===== config.mk =====
export PLATFORM = sky130hd
export DESIGN_NAME = hill_cipher_3x3_mod26_unit
export DESIGN_NICKNAME = d
export VERILOG_FILES = /design/src/rtl/core/hc_pkg.sv /design/src/rtl/core/hc_keygen.sv /design/src/rtl/core/hc_front.sv /design/src/rtl/core/hc_queue.sv /design/src/rtl/core/hc_back.sv /design/src/rtl/core/hill_cipher_3x3_mod26_unit.sv
export SDC_FILE = /design/constraint.sdc
export NUM_CORES = 2
export LEC_CHECK = 0
export BUFFER_PORTS_ARGS = -buffer_cell sky130_fd_sc_hd__buf_4
export CORE_MARGIN = 5
export CORE_UTILIZATION = 43
export CTS_CLUSTER_SIZE = 14
export DETAILED_ROUTE_END_ITERATION = 12
export PLACE_DENSITY_LB_ADDON = 0.3
export SLEW_MARGIN = 30
export SYNTH_ARGS = -nofsm -noshare
export SYNTH_HDL_FRONTEND = slang
export SYNTH_HIERARCHICAL = 1
export SYNTH_SLANG_ARGS = --single-unit

===== constraint.sdc =====
create_clock -name clock -period 8 [get_ports clock]
set_input_delay 0.8 -clock clock [delete_from_list [all_inputs] [get_ports clock]]
set_output_delay 0.8 -clock clock [all_outputs]
set_load 0.01 [all_outputs]

===== src/rtl/core/hc_pkg.sv =====
package hc_pkg;

   localparam int Alpha        = 26;
   localparam int LetterW      = 5;
   localparam int KeyRowW      = 15;
   localparam int CsrIndexW    = 2;
   localparam int QueueDepth   = 2;
   localparam int DeriveCycles = 7;
   // floor(2^16 / 26), so the estimated quotient never runs high
   localparam int RecipMul     = 2520;
   localparam int CrossBias    = Alpha * Alpha;

   typedef enum logic [CsrIndexW-1:0] {
      CSR_KEY_ROW_ZERO = 2'd0,
      CSR_KEY_ROW_ONE  = 2'd1,
      CSR_KEY_ROW_TWO  = 2'd2,
      CSR_DECRYPT_MODE = 2'd3
   } csr_index_type;

   typedef logic [LetterW-1:0] letter_type;

   // row-major 3x3 matrix of letters
   typedef letter_type [8:0] matrix_type;

   localparam letter_type PadLetter = letter_type'(23);

   typedef struct packed {
      letter_type [2:0] letter;
      logic             msg_end;
   } block_type;

   typedef struct packed {
      matrix_type inverse;
      logic       invertible;
      logic       busy;
   } key_status_type;

   typedef struct packed {
      logic block_last;
      logic message_done;
      logic key_error;
   } row_flags_type;

   // one compare and subtract: a 5-bit value stays below twice the modulus
   function automatic letter_type reduce_letter(input letter_type x);
      return (x >= letter_type'(Alpha)) ? x - letter_type'(Alpha) : x;
   endfunction

   // x mod 26 by reciprocal multiply, quotient is exact or one low
   function automatic letter_type mod_alpha(input logic [15:0] x);
      logic [27:0] prod;
      logic [15:0] quot;
      logic [15:0] rem;
      prod = 28'(x) * 28'(RecipMul);
      quot = 16'(prod[27:16]);
      rem  = x - 16'(quot * 16'(Alpha));
      if (rem >= 16'(Alpha)) begin
         rem = rem - 16'(Alpha);
      end
      return letter_type'(rem);
   endfunction

   // multiplicative inverse mod 26, msb set when it exists
   function automatic logic [LetterW:0] inverse_lookup(input letter_type det);
      logic [LetterW:0] res;
      unique case (det)
         5'd1:    res = {1'b1, 5'd1};
         5'd3:    res = {1'b1, 5'd9};
         5'd5:    res = {1'b1, 5'd21};
         5'd7:    res = {1'b1, 5'd15};
         5'd9:    res = {1'b1, 5'd3};
         5'd11:   res = {1'b1, 5'd19};
         5'd15:   res = {1'b1, 5'd7};
         5'd17:   res = {1'b1, 5'd23};
         5'd19:   res = {1'b1, 5'd11};
         5'd21:   res = {1'b1, 5'd5};
         5'd23:   res = {1'b1, 5'd17};
         5'd25:   res = {1'b1, 5'd25};
         default: res = '0;
      endcase
      return res;
   endfunction

endpackage


===== src/rtl/core/hc_keygen.sv =====
module hc_keygen (
   input  logic                   clock,
   input  logic                   reset,
   input  logic                   key_write,
   input  hc_pkg::matrix_type     key,
   output hc_pkg::key_status_type status
);

   localparam int CountW = $clog2(hc_pkg::DeriveCycles + 1);

   logic [10:0] cross_ff [9];
   logic [10:0] cross_in [9];
   hc_pkg::matrix_type adj_ff;
   logic [10:0] det_raw_ff;
   hc_pkg::letter_type det_ff;
   hc_pkg::letter_type inv_det_ff;
   logic found_ff;
   logic found_d_ff;
   logic [9:0] prod_ff [9];
   hc_pkg::matrix_type inverse_ff;
   logic invertible_ff;
   logic [CountW-1:0] count_ff;
   logic [CountW-1:0] count_in;
   logic [10:0] det_raw_in;
   logic [hc_pkg::LetterW:0] lookup;

   // cofactor (a*b - c*d) biased positive, element (i,j) of the adjugate
   for (genvar i = 0; i < 3; i++) begin : g_row
      for (genvar j = 0; j < 3; j++) begin : g_col
         localparam int IdxA = ((j + 1) % 3) * 3 + (i + 1) % 3;
         localparam int IdxB = ((j + 2) % 3) * 3 + (i + 2) % 3;
         localparam int IdxC = ((j + 1) % 3) * 3 + (i + 2) % 3;
         localparam int IdxD = ((j + 2) % 3) * 3 + (i + 1) % 3;
         assign cross_in[i*3+j] = 11'(key[IdxA] * key[IdxB]) + 11'(hc_pkg::CrossBias)
                                  - 11'(key[IdxC] * key[IdxD]);
      end
   end

   assign det_raw_in = 11'(key[0] * adj_ff[0]) + 11'(key[1] * adj_ff[3])
                       + 11'(key[2] * adj_ff[6]);
   assign lookup     = hc_pkg::inverse_lookup(det_ff);

   always_ff @(posedge clock) begin
      for (int k = 0; k < 9; k++) begin
         cross_ff[k]   <= cross_in[k];
         adj_ff[k]     <= hc_pkg::mod_alpha(16'(cross_ff[k]));
         prod_ff[k]    <= 10'(adj_ff[k] * inv_det_ff);
         inverse_ff[k] <= found_d_ff ? hc_pkg::mod_alpha(16'(prod_ff[k])) : '0;
      end
      det_raw_ff    <= det_raw_in;
      det_ff        <= hc_pkg::mod_alpha(16'(det_raw_ff));
      inv_det_ff    <= lookup[hc_pkg::LetterW-1:0];
      found_ff      <= lookup[hc_pkg::LetterW];
      found_d_ff    <= found_ff;
      invertible_ff <= found_d_ff;
   end

   always_comb begin
      count_in = count_ff;
      if (key_write) begin
         count_in = CountW'(hc_pkg::DeriveCycles);
      end else if (count_ff != '0) begin
         count_in = count_ff - 1'b1;
      end
   end

   always_ff @(posedge clock) begin
      if (reset) begin
         count_ff <= CountW'(hc_pkg::DeriveCycles);
      end else begin
         count_ff <= count_in;
      end
   end

   assign status.inverse    = inverse_ff;
   assign status.invertible = invertible_ff;
   assign status.busy       = (count_ff != '0);

endmodule


===== src/rtl/core/hc_front.sv =====
module hc_front (
   input  logic               clock,
   input  logic               reset,
   input  logic               accept,
   input  hc_pkg::letter_type letter_in,
   input  logic               message_end,
   output logic               push,
   output hc_pkg::block_type  block
);

   logic [1:0] count_ff;
   logic [1:0] count_in;
   hc_pkg::letter_type pending_ff [2];
   hc_pkg::letter_type letter;
   logic complete;

   assign letter   = hc_pkg::reduce_letter(letter_in);
   assign complete = (count_ff == 2'd2) || message_end;
   assign push     = accept && complete;

   // pad the unused places of a short final block
   always_comb begin
      block.letter[0] = (count_ff == 2'd0) ? letter : pending_ff[0];
      block.letter[1] = (count_ff == 2'd1) ? letter :
                        (count_ff == 2'd2) ? pending_ff[1] : hc_pkg::PadLetter;
      block.letter[2] = (count_ff == 2'd2) ? letter : hc_pkg::PadLetter;
      block.msg_end   = message_end;
   end

   always_comb begin
      count_in = count_ff;
      if (accept) begin
         count_in = complete ? 2'd0 : count_ff + 2'd1;
      end
   end

   always_ff @(posedge clock) begin
      if (reset) begin
         count_ff <= 2'd0;
      end else begin
         count_ff <= count_in;
      end
   end

   always_ff @(posedge clock) begin
      if (accept && !complete) begin
         pending_ff[count_ff[0]] <= letter;
      end
   end

endmodule


===== src/rtl/core/hc_queue.sv =====
module hc_queue #(
   parameter int Depth = hc_pkg::QueueDepth
) (
   input  logic              clock,
   input  logic              reset,
   input  logic              push,
   input  hc_pkg::block_type push_data,
   input  logic              pop,
   output hc_pkg::block_type head,
   output logic              not_empty,
   output logic              full
);

   localparam int PtrW   = (Depth > 1) ? $clog2(Depth) : 1;
   localparam int CountW = $clog2(Depth + 1);

   hc_pkg::block_type mem_ff [Depth];
   logic [PtrW-1:0] wr_ptr_ff;
   logic [PtrW-1:0] wr_ptr_in;
   logic [PtrW-1:0] rd_ptr_ff;
   logic [PtrW-1:0] rd_ptr_in;
   logic [CountW-1:0] count_ff;
   logic [CountW-1:0] count_in;

   assign wr_ptr_in = (wr_ptr_ff == PtrW'(Depth - 1)) ? '0 : wr_ptr_ff + 1'b1;
   assign rd_ptr_in = (rd_ptr_ff == PtrW'(Depth - 1)) ? '0 : rd_ptr_ff + 1'b1;

   always_comb begin
      count_in = count_ff;
      if (push && !pop) begin
         count_in = count_ff + 1'b1;
      end else if (pop && !push) begin
         count_in = count_ff - 1'b1;
      end
   end

   always_ff @(posedge clock) begin
      if (reset) begin
         wr_ptr_ff <= '0;
         rd_ptr_ff <= '0;
         count_ff  <= '0;
      end else begin
         if (push) begin
            wr_ptr_ff <= wr_ptr_in;
         end
         if (pop) begin
            rd_ptr_ff <= rd_ptr_in;
         end
         count_ff <= count_in;
      end
   end

   always_ff @(posedge clock) begin
      if (push) begin
         mem_ff[wr_ptr_ff] <= push_data;
      end
   end

   assign head      = mem_ff[rd_ptr_ff];
   assign not_empty = (count_ff != '0);
   assign full      = (count_ff == CountW'(Depth));

endmodule


===== src/rtl/core/hc_back.sv =====
module hc_back (
   input  logic                   clock,
   input  logic                   reset,
   input  hc_pkg::block_type      head,
   input  logic                   head_valid,
   output logic                   pop,
   input  hc_pkg::matrix_type     key,
   input  hc_pkg::key_status_type status,
   input  logic                   decrypt,
   output logic                   out_valid,
   input  logic                   out_ready,
   output hc_pkg::letter_type     out_letter,
   output hc_pkg::row_flags_type  out_flags
);

   localparam logic [1:0] LastRow = 2'd2;

   logic [1:0] row_ff;
   logic advance;
   logic take;
   logic [3:0] base;
   hc_pkg::letter_type m [3];
   logic [10:0] acc_in;
   hc_pkg::row_flags_type flags_in;

   logic a_valid_ff;
   logic [10:0] acc_ff;
   hc_pkg::row_flags_type a_flags_ff;
   logic out_valid_ff;
   hc_pkg::letter_type out_letter_ff;
   hc_pkg::row_flags_type out_flags_ff;

   // whole back end moves when the output register is free or drained
   assign advance = !out_valid_ff || out_ready;
   assign take    = advance && head_valid;
   assign pop     = take && (row_ff == LastRow);
   assign base    = 4'({row_ff, 1'b0}) + 4'(row_ff);

   always_comb begin
      for (int j = 0; j < 3; j++) begin
         m[j] = decrypt ? status.inverse[base + 4'(j)] : key[base + 4'(j)];
      end
      acc_in = 11'(m[0] * head.letter[0]) + 11'(m[1] * head.letter[1])
               + 11'(m[2] * head.letter[2]);
      flags_in.block_last   = (row_ff == LastRow);
      flags_in.message_done = (row_ff == LastRow) && head.msg_end;
      flags_in.key_error    = decrypt && !status.invertible;
   end

   always_ff @(posedge clock) begin
      if (reset) begin
         row_ff       <= 2'd0;
         a_valid_ff   <= 1'b0;
         out_valid_ff <= 1'b0;
      end else begin
         if (take) begin
            row_ff <= (row_ff == LastRow) ? 2'd0 : row_ff + 2'd1;
         end
         if (advance) begin
            a_valid_ff   <= take;
            out_valid_ff <= a_valid_ff;
         end
      end
   end

   always_ff @(posedge clock) begin
      if (advance) begin
         acc_ff        <= acc_in;
         a_flags_ff    <= flags_in;
         out_letter_ff <= a_flags_ff.key_error ? '0 : hc_pkg::mod_alpha(16'(acc_ff));
         out_flags_ff  <= a_flags_ff;
      end
   end

   assign out_valid  = out_valid_ff;
   assign out_letter = out_letter_ff;
   assign out_flags  = out_flags_ff;

endmodule


===== src/rtl/core/hill_cipher_3x3_mod26_unit.sv =====
// 3x3 hill cipher over the 26-letter alphabet
// req channel: one letter per transaction, tlast marks the last letter of a message.
// letters are grouped in threes; a message end that leaves only one or two letters in
// a block pads it with X. each completed block yields three rsp transactions, one per
// cycle unless rsp stalls, tlast on the third letter of the message's last block.
// csr port: write-only key rows 0..2 (three 5-bit entries each) and decrypt mode.
// a key row write starts a derivation of the inverse key (cofactors, determinant,
// inverse lookup, scaling); req_tready stays low until it is done.
// each result letter is summed into an accumulator register and then reduced
// mod 26 into the output register.
// throughput: one letter per cycle in and out while rsp is not stalled and no key
// derivation runs; the output side emits one row per cycle from a shared dot-product
// unit and an output register. a 2-block queue sits between the collector and the
// dot-product unit; when rsp_tready is low the unit holds, the queue fills and then
// req_tready drops. reset: key is the identity, encrypt mode, nothing held;
// req_tready stays low after reset ends while the identity inverse is derived.
module hill_cipher_3x3_mod26_unit #(
   parameter int QueueDepth = hc_pkg::QueueDepth
) (
   input  logic                         clock,
   input  logic                         reset,
   // request stream
   input  logic                         req_tvalid,
   output logic                         req_tready,
   input  logic [7:0]                   req_tdata,   // [4:0] letter_in, rest zero
   input  logic                         req_tlast,   // message_end
   // response stream
   output logic                         rsp_tvalid,
   input  logic                         rsp_tready,
   output logic [7:0]                   rsp_tdata,   // [4:0] letter_out, rest zero
   output logic [1:0]                   rsp_tuser,   // [0] block_last, [1] key_error
   output logic                         rsp_tlast,   // message_done
   // configuration writes
   input  logic                         csr_we,
   input  logic [hc_pkg::CsrIndexW-1:0] csr_index,
   input  logic [hc_pkg::KeyRowW-1:0]   csr_wdata
);

   hc_pkg::matrix_type key_ff;
   hc_pkg::matrix_type key_in;
   logic decrypt_ff;
   logic decrypt_in;
   logic key_write;

   hc_pkg::key_status_type status;
   logic req_accept;
   logic push;
   hc_pkg::block_type push_block;
   hc_pkg::block_type head;
   logic head_valid;
   logic queue_full;
   logic pop;
   hc_pkg::letter_type out_letter;
   hc_pkg::row_flags_type out_flags;

   // configuration registers, key entries reduced mod 26 as they are written
   always_comb begin
      key_in     = key_ff;
      decrypt_in = decrypt_ff;
      key_write  = 1'b0;
      if (csr_we) begin
         unique case (hc_pkg::csr_index_type'(csr_index))
            hc_pkg::CSR_KEY_ROW_ZERO, hc_pkg::CSR_KEY_ROW_ONE, hc_pkg::CSR_KEY_ROW_TWO: begin
               key_write = 1'b1;
               for (int j = 0; j < 3; j++) begin
                  key_in[4'({csr_index, 1'b0}) + 4'(csr_index) + 4'(j)] =
                     hc_pkg::reduce_letter(csr_wdata[5*j +: hc_pkg::LetterW]);
               end
            end
            hc_pkg::CSR_DECRYPT_MODE: begin
               decrypt_in = csr_wdata[0];
            end
            default: begin
               decrypt_in = decrypt_ff;
            end
         endcase
      end
   end

   always_ff @(posedge clock) begin
      if (reset) begin
         for (int k = 0; k < 9; k++) begin
            key_ff[k] <= (k % 4 == 0) ? hc_pkg::letter_type'(1) : '0;
         end
         decrypt_ff <= 1'b0;
      end else begin
         key_ff     <= key_in;
         decrypt_ff <= decrypt_in;
      end
   end

   // inverse key derivation
   hc_keygen u_keygen (
      .clock     (clock),
      .reset     (reset),
      .key_write (key_write),
      .key       (key_ff),
      .status    (status)
   );

   // front: take letters while the inverse is settled and the queue has room
   assign req_tready = !status.busy && !queue_full;
   assign req_accept = req_tvalid && req_tready;

   hc_front u_front (
      .clock       (clock),
      .reset       (reset),
      .accept      (req_accept),
      .letter_in   (req_tdata[hc_pkg::LetterW-1:0]),
      .message_end (req_tlast),
      .push        (push),
      .block       (push_block)
   );

   // completed blocks wait here for the dot-product unit
   hc_queue #(
      .Depth (QueueDepth)
   ) u_queue (
      .clock     (clock),
      .reset     (reset),
      .push      (push),
      .push_data (push_block),
      .pop       (pop),
      .head      (head),
      .not_empty (head_valid),
      .full      (queue_full)
   );

   // back: one matrix row per cycle into the output register, holding while rsp is stalled
   hc_back u_back (
      .clock      (clock),
      .reset      (reset),
      .head       (head),
      .head_valid (head_valid),
      .pop        (pop),
      .key        (key_ff),
      .status     (status),
      .decrypt    (decrypt_ff),
      .out_valid  (rsp_tvalid),
      .out_ready  (rsp_tready),
      .out_letter (out_letter),
      .out_flags  (out_flags)
   );

   assign rsp_tdata = {3'b000, out_letter};
   assign rsp_tuser = {out_flags.key_error, out_flags.block_last};
   assign rsp_tlast = out_flags.message_done;

endmodule

# Yosys cells after proc, flatten, opt, wreduce, memory -nomap -nowiden
# Memory sizes are Yosys's and may differ from the RTL's. A register that Yosys moved wholly into a read port is not among the register bits.
# Index checks and enable logic that the tools add are counted.
op_classes:
  addsub: 79
  multipliers: 73
  n_lt_le_gt_ge: 33
  eq_ne: 7
  n_mux: 66
  n_reduce_logical: 31
op_table:
  columns: ["op", "count"]
  rows:
  - ["multiplier 5 x 5 -> 10 bit", 33]
  - [">= comparator 16 x 5 -> 1 bit, second input constant", 20]
  - ["multiplier 11 x 9 -> 20 bit, second input constant", 11]
  - ["2-to-1 mux 5 bit", 40]
  - ["multiplier 10 x 9 -> 19 bit, second input constant", 9]
  - ["subtractor 11 x 12 -> 13 bit", 11]
  - ["bitwise mux 45 bit", 3]
  - ["multiplier 7 x 4 -> 11 bit, second input constant", 11]
  - ["binary-select mux 5 bit (select 4 bit)", 6]
  - ["subtractor 5 bit, second input constant", 24]
  - ["subtractor 10 x 11 -> 12 bit", 9]
  - ["adder 10 x 10 -> 11 bit, second input constant", 9]
  - ["subtractor 11 x 10 -> 11 bit", 9]
  - ["multiplier 6 x 4 -> 10 bit, second input constant", 9]
  - ["demux 5 bit (select 4 bit)", 3]
  - ["less-than comparator 4 x 5 -> 1 bit, second input constant", 6]
  - ["adder 10 x 10 -> 11 bit", 2]
  - ["adder 11 x 10 -> 11 bit", 2]
  - [">= comparator 5 bit, second input constant", 4]
  - ["logical AND 1 bit", 13]
  - [">= comparator 4 x 1 -> 1 bit, second input constant", 3]
  - ["== test 2 bit, second input constant", 5]
  - ["2-to-1 mux 1 bit", 10]
  - ["adder 3 x 2 -> 4 bit", 2]
  - ["other kinds (16)", 35]
word_totals:
  register_bits: 189
  ram_bits: 231
  romBits: 192
  elab_cells: 342
  n_memories: 5
mem_list:
  columns: ["memory", "words", "width", "rd", "rd_ports_with_merged_regs", "write_ports", "line", "text"]
  rows:
  - ["(no name shown)", 32, 6, 1, 1, 0, "hc_pkg.sv:66", "unique case (det)"]
  - ["u_keygen.cross_ff", 9, 11, 9, 0, 9, "hc_keygen.sv:11", "logic [10:0] cross_ff [9];"]
  - ["u_keygen.prod_ff", 9, 10, 9, 0, 9, "hc_keygen.sv:19", "logic [9:0] prod_ff [9];"]
  - ["u_queue.mem_ff", 2, 16, 1, 1, 1, "hc_queue.sv:17", "hc_pkg::block_type mem_ff [Depth];"]
  - ["u_front.pending_ff", 2, 5, 2, 0, 1, "hc_front.sv:13", "hc_pkg::letter_type pending_ff [2];"]

# Logic depth before layout (Yosys ltp)
logic_depth:
  word_depth: 9
  ltp_mapped: 37

# Cells and area by module
# Netlist, hierarchy kept.
by_module_without_submodules:
  columns: ["module", "instances", "cells_each", "area_per_inst_um2", "seq_area_each_um2"]
  rows:
  - ["hc_keygen", 1, 8898, 80576.0, 6105.9]
  - ["hc_back", 1, 768, 7689.9, 740.7]
  - ["hill_cipher_3x3_mod26_unit", 1, 346, 2722.6, 920.9]
  - ["hc_queue", 1, 72, 1363.8, 1061.0]
  - ["hc_front", 1, 72, 726.9, 340.3]

# Worst setup path after synthesis
# OpenSTA, ideal clock, no wires.
synth_timing:
  kind: "reg-to-reg"
  from: "reg u_back.acc_ff[4]"
  to: "reg u_back.out_letter_ff[4], in the netlist u_back/out_letter[4] (data pin)"
  setup_time_ns: 0.264
  t_arrival_ns: 7.880
  setup_slack_ns: -0.144
  stages_incl_launch_ff: 35
  n_path_buf: 0
  synth_period_minus_slack_ns: 8.144
  cell_sequence: "edfxtp_1 > fa_1 > fa_1 > fa_1 > inv_1 > fa_1 > inv_1 > ha_1 > nand3_1 > nor2_1 > a2111oi_0 > o22ai_1 > a311o_1 > a21oi_1 > xnor2_1 > ha_1 > inv_1 > fa_1 > inv_1 > ha_1 > inv_1 > nor2_1 > o21ai_0 > nand2b_1 > a21o_1 > a21oi_1 > xor2_1 > ha_1 > o21ai_2 > a221o_1 > a2111oi_4 > nand3_2 > a2111oi_4 > nand4bb_1 > o31ai_1"
synth_via:
  elab_chain_cells: 5
synth_rtl:
  columns: ["item", "line", "text"]
  rows:
  - ["from (decl)", "hc_back.sv:27", "logic [10:0] acc_ff;"]
  - ["from (signal assigned)", "hc_back.sv:68", "acc_ff <= acc_in;"]
  - ["multiplier 11 x 9 -> 20 bit", "hc_pkg.sv:54", "prod = 28'(x) * 28'(RecipMul);"]
  - ["multiplier 7 x 4 -> 11 bit", "hc_pkg.sv:56", "rem = x - 16'(quot * 16'(Alpha));"]
  - ["subtractor 11 x 12 -> 13 bit (*)", "hc_pkg.sv:56", null]
  - [">= comparator 16 x 5 -> 1 bit / subtractor 5 bit (equally long branches)", "hc_pkg.sv:57, hc_pkg.sv:58", null]
  - ["2-to-1 mux 5 bit (*)", "hc_pkg.sv:57", "if (rem >= 16'(Alpha)) begin"]
  - ["to (signal assigned)", "hc_back.sv:70", "out_letter_ff <= a_flags_ff.key_error ? '0 : hc_pkg::mod_alpha(16'(acc_ff));"]
  - ["to (decl)", "hc_back.sv:30", "hc_pkg::letter_type out_letter_ff;"]
# Mark *: on every way between the ends. The rest lies on a longest branch, timed or not.
# A chain may end at the register's enable or synchronous reset.

# Worst setup path in the final report
layout_timing:
  from: "reg u_back.acc_ff[5]"
  to: "reg u_back.out_letter_ff[4], in the netlist u_back/out_letter[4] (data pin)"
# The elaborated chain is that of the path after synthesis.

==> flow_summary.toml <==
[clocking]
clk_pin_slew_ns = 0.08
cts_buffers = 56
postCtsHoldBufs = 0
clk_latency_ns = 0.69
cts_max_path_buffers = 3
cts-root-buf = "clkbuf_16"
htreeDepth = 2
tritoncts = "done"
clock_sinks = 426

[timing]
fmax_ghz = 0.1274
hold_viol_final = 0
max-slew-margin-rel_pct = 34.68
rsz0062_at_grt = "yes"
period_minus_slack_ns = 7.850
setup-tns-final_ns = 0
period_share_pct = 98.12
drv_slew = 0
clock-skew-final_ns = 0.04104
setup_viol = 0
worst_slew_pin_slew_ns = 0.9696

[detailed_routing]
routedWlPerCell_um = 15.66
wirelength_um = 208700
avgViaCountPerCell = 5.038
ant_nets = 0
drtPass1Iterations = 8
first_iter_violations = 2723
drc = 0
vias = 67130

[die]
fp.dieW_um = 475.3
start_util_pct = 43.28
fp.dieArea_mm2 = 0.2259
placementRows = 170
die_h_um = 475.3
ios = 44
core_mm2 = 0.2150

[worst_setup_path]
critPathLaunch = "u_back/acc_ff[5]$_DFFE_PN_"
crit_type = "reg2reg"
r2r_start = "u_back/acc_ff[5]$_DFFE_PN_"
start_kind = "flop"
cp.arrival_ns = 8.30
crit_fanout = 6
worst_ep_required_time_ns = 8.45
crit_slowest_cell = "fa_1"
cp_common_cell = "inv_2"
slowest_delay_ns = 0.56
crit_path_end_kind = "flop"

[cells_and_area]
syn2layout_area_growth_pct = 10.22
fill_cells = 20090
finalNetCount = 13670
stdcell_count = 13320
fin_util_pct = 47.71
layout_commonest_cell = "inv_1"
drive_gt1_share_pct = 9.099
final_cell_mix = "2587 x inv_1, 1994 x ha_1, 1180 x fa_1"

[synthesis]
synth_ff_type = "dfxtp_1"
synth-seq-area-share_pct = 9.851
async_reset_ff_share_pct = 0
ys_ff_latch = 426
synthTopCellsByArea = "ha_1 27%, fa_1 26%, inv_1 10%, dfxtp_1 7.8%, and2_1 4.1%"
synth_cell_types = 114
synth_area_leader_cell = "ha_1"
syn_inst = 10160
synth_area_mm2 = 0.09308
yosys_warnings = 6
synth_top_area_share_pct = 27.18
syn_avg_cell_area_um2 = 9.165
synth_edf_count = 64

[grt]
antenna_found_initial = 28
grt_usage_pct = 18.71
grt_pass1_wl_um = 351800
grt_max_degree = 54
grt_pass1_vias = 72090
overflow = 0

[placement]
dp_cells = 13160
gp_congestion = 0.9094
hpwl_um = 171700
io_buffers = 37

[job]
max_cap_viol_count = 0

[run_status]
status = "completed"

[min_path]
hold_start = "req_tlast"
hold_class = "in2reg"
==> layer usage <==
metal / GRT usage, % / part of all wire (%) / vias to the layer above
met1: 23.85 / 44 / 32980
met2: 33.79 / 50 / 932
met4: 5.428 / 3.0 / 0
met3: 1.573 / 3.0 / 335
li1: - / - / 32880
met5: 0 / 0 / -
==> cells by family after synthesis <==
group / Yosys count / synth area share [%]
AND/OR/NAND/NOR: 1854 / 10.53
multiplexers: 125 / 1.881
flip-flops: 426 / 9.851
adder cells (fa/ha/maj): 3216 / 52.86
buffers and inverters: 2794 / 11.35
other: 1 / 0.004029
XOR/XNOR: 439 / 4.131
AO/OA/AOI/OAI: 1301 / 9.398
==> state kept, by name (all words and copies together) (netlist names), 2 cells and up, named ones only <==
name                 flops
u_keygen/count_ff        3
u_front/pending_ff      10
u_back/row_ff            2
u_keygen/inv_det_ff      5
u_keygen/det_ff          5
u_back/out_letter        5
u_back/acc_ff           11
u_keygen/adj_ff         45
u_keygen/status         45
u_back/a_flags_ff        3
u_queue/mem_ff          32
u_keygen/prod_ff        90
u_keygen/det_raw_ff     11
u_front/count_ff         2
u_back/out_flags         3
key_ff                  45
u_keygen/cross_ff       99
u_queue/count_ff         2
==> timing repair <==
| action | 4_1_cts | 5_1_grt |
|---|---|---|
| endpoints found under the setup margin | 26 | 80 |
| setup buffers | 10 | 36 |
| pin swaps | 44 | 146 |
| gates resized for setup | 65 | 343 |
==> Yosys cell counts, types with 109 or more instances <==
master	number
a21o_1	129
a21oi_1	394
and2_1	604
clkbuf_1	152
dfxtp_1	362
fa_1	1194
ha_1	2022
inv_1	2600
nand2_1	391
nor2_1	334
o21a_1	109
o21ai_0	132
xnor2_1	288
xor2_1	151
==> critical path, delay by kind of cell (launching register included) <==
family	cells	cell delay [ns]
multiplexers	1	0.29
buffers and inverters	8	0.73
XOR/XNOR	2	0.27
AO/OA/AOI/OAI	11	2.10
flip-flops	1	0.48
adder cells (fa/ha/maj)	9	3.43
AND/OR/NAND/NOR	4	0.31
==> stage by stage <==
step	setup WS [ns]	cell area (um2)	hold WS, ns
2_1_floorplan	-0.009428	93090	0.3290
3_3_place_gp	-0.3780	98520	0.4047
3_5_place_dp	-0.3698	98520	0.4135
4_1_cts	0.001828	100800	0.2525
5_1_grt	-0.2275	102600	0.2808
6_report	0.1504	102600	0.3229
==> cell type report <==
class | instances | area [um2] | share of cell area (%)
Antenna cell | 12 | 30.03 | 0.02927
Clock buffer | 71 | 1549 | 1.510
Clock inverter | 34 | 399.1 | 0.3891
Inverter | 2606 | 9782 | 9.535
Multi-Input combinational cell | 6938 | 74920 | 73.03
Sequential cell | 426 | 9321 | 9.086
Tap cell | 2838 | 3551 | 3.461
Timing Repair Buffer | 399 | 3037 | 2.960
==> path summary, 6_finish.rpt <==
path / end / slack, ns / cells past startpoint
max: u_back/out_letter[4]$_SDFFCE_PP0N_ / 0.15 / 35
min: u_queue/mem_ff[0][0]$_DFFE_PP_ / 0.32 / 1
max reg2reg: u_back/out_letter[4]$_SDFFCE_PP0N_ / 0.15 / 35
min reg2reg: u_keygen/adj_ff[20]$_DFF_P_ / 0.44 / 0
Power is not shown: default switching activity piles up to over one toggle a cycle in this logic, so the estimate is an artifact.
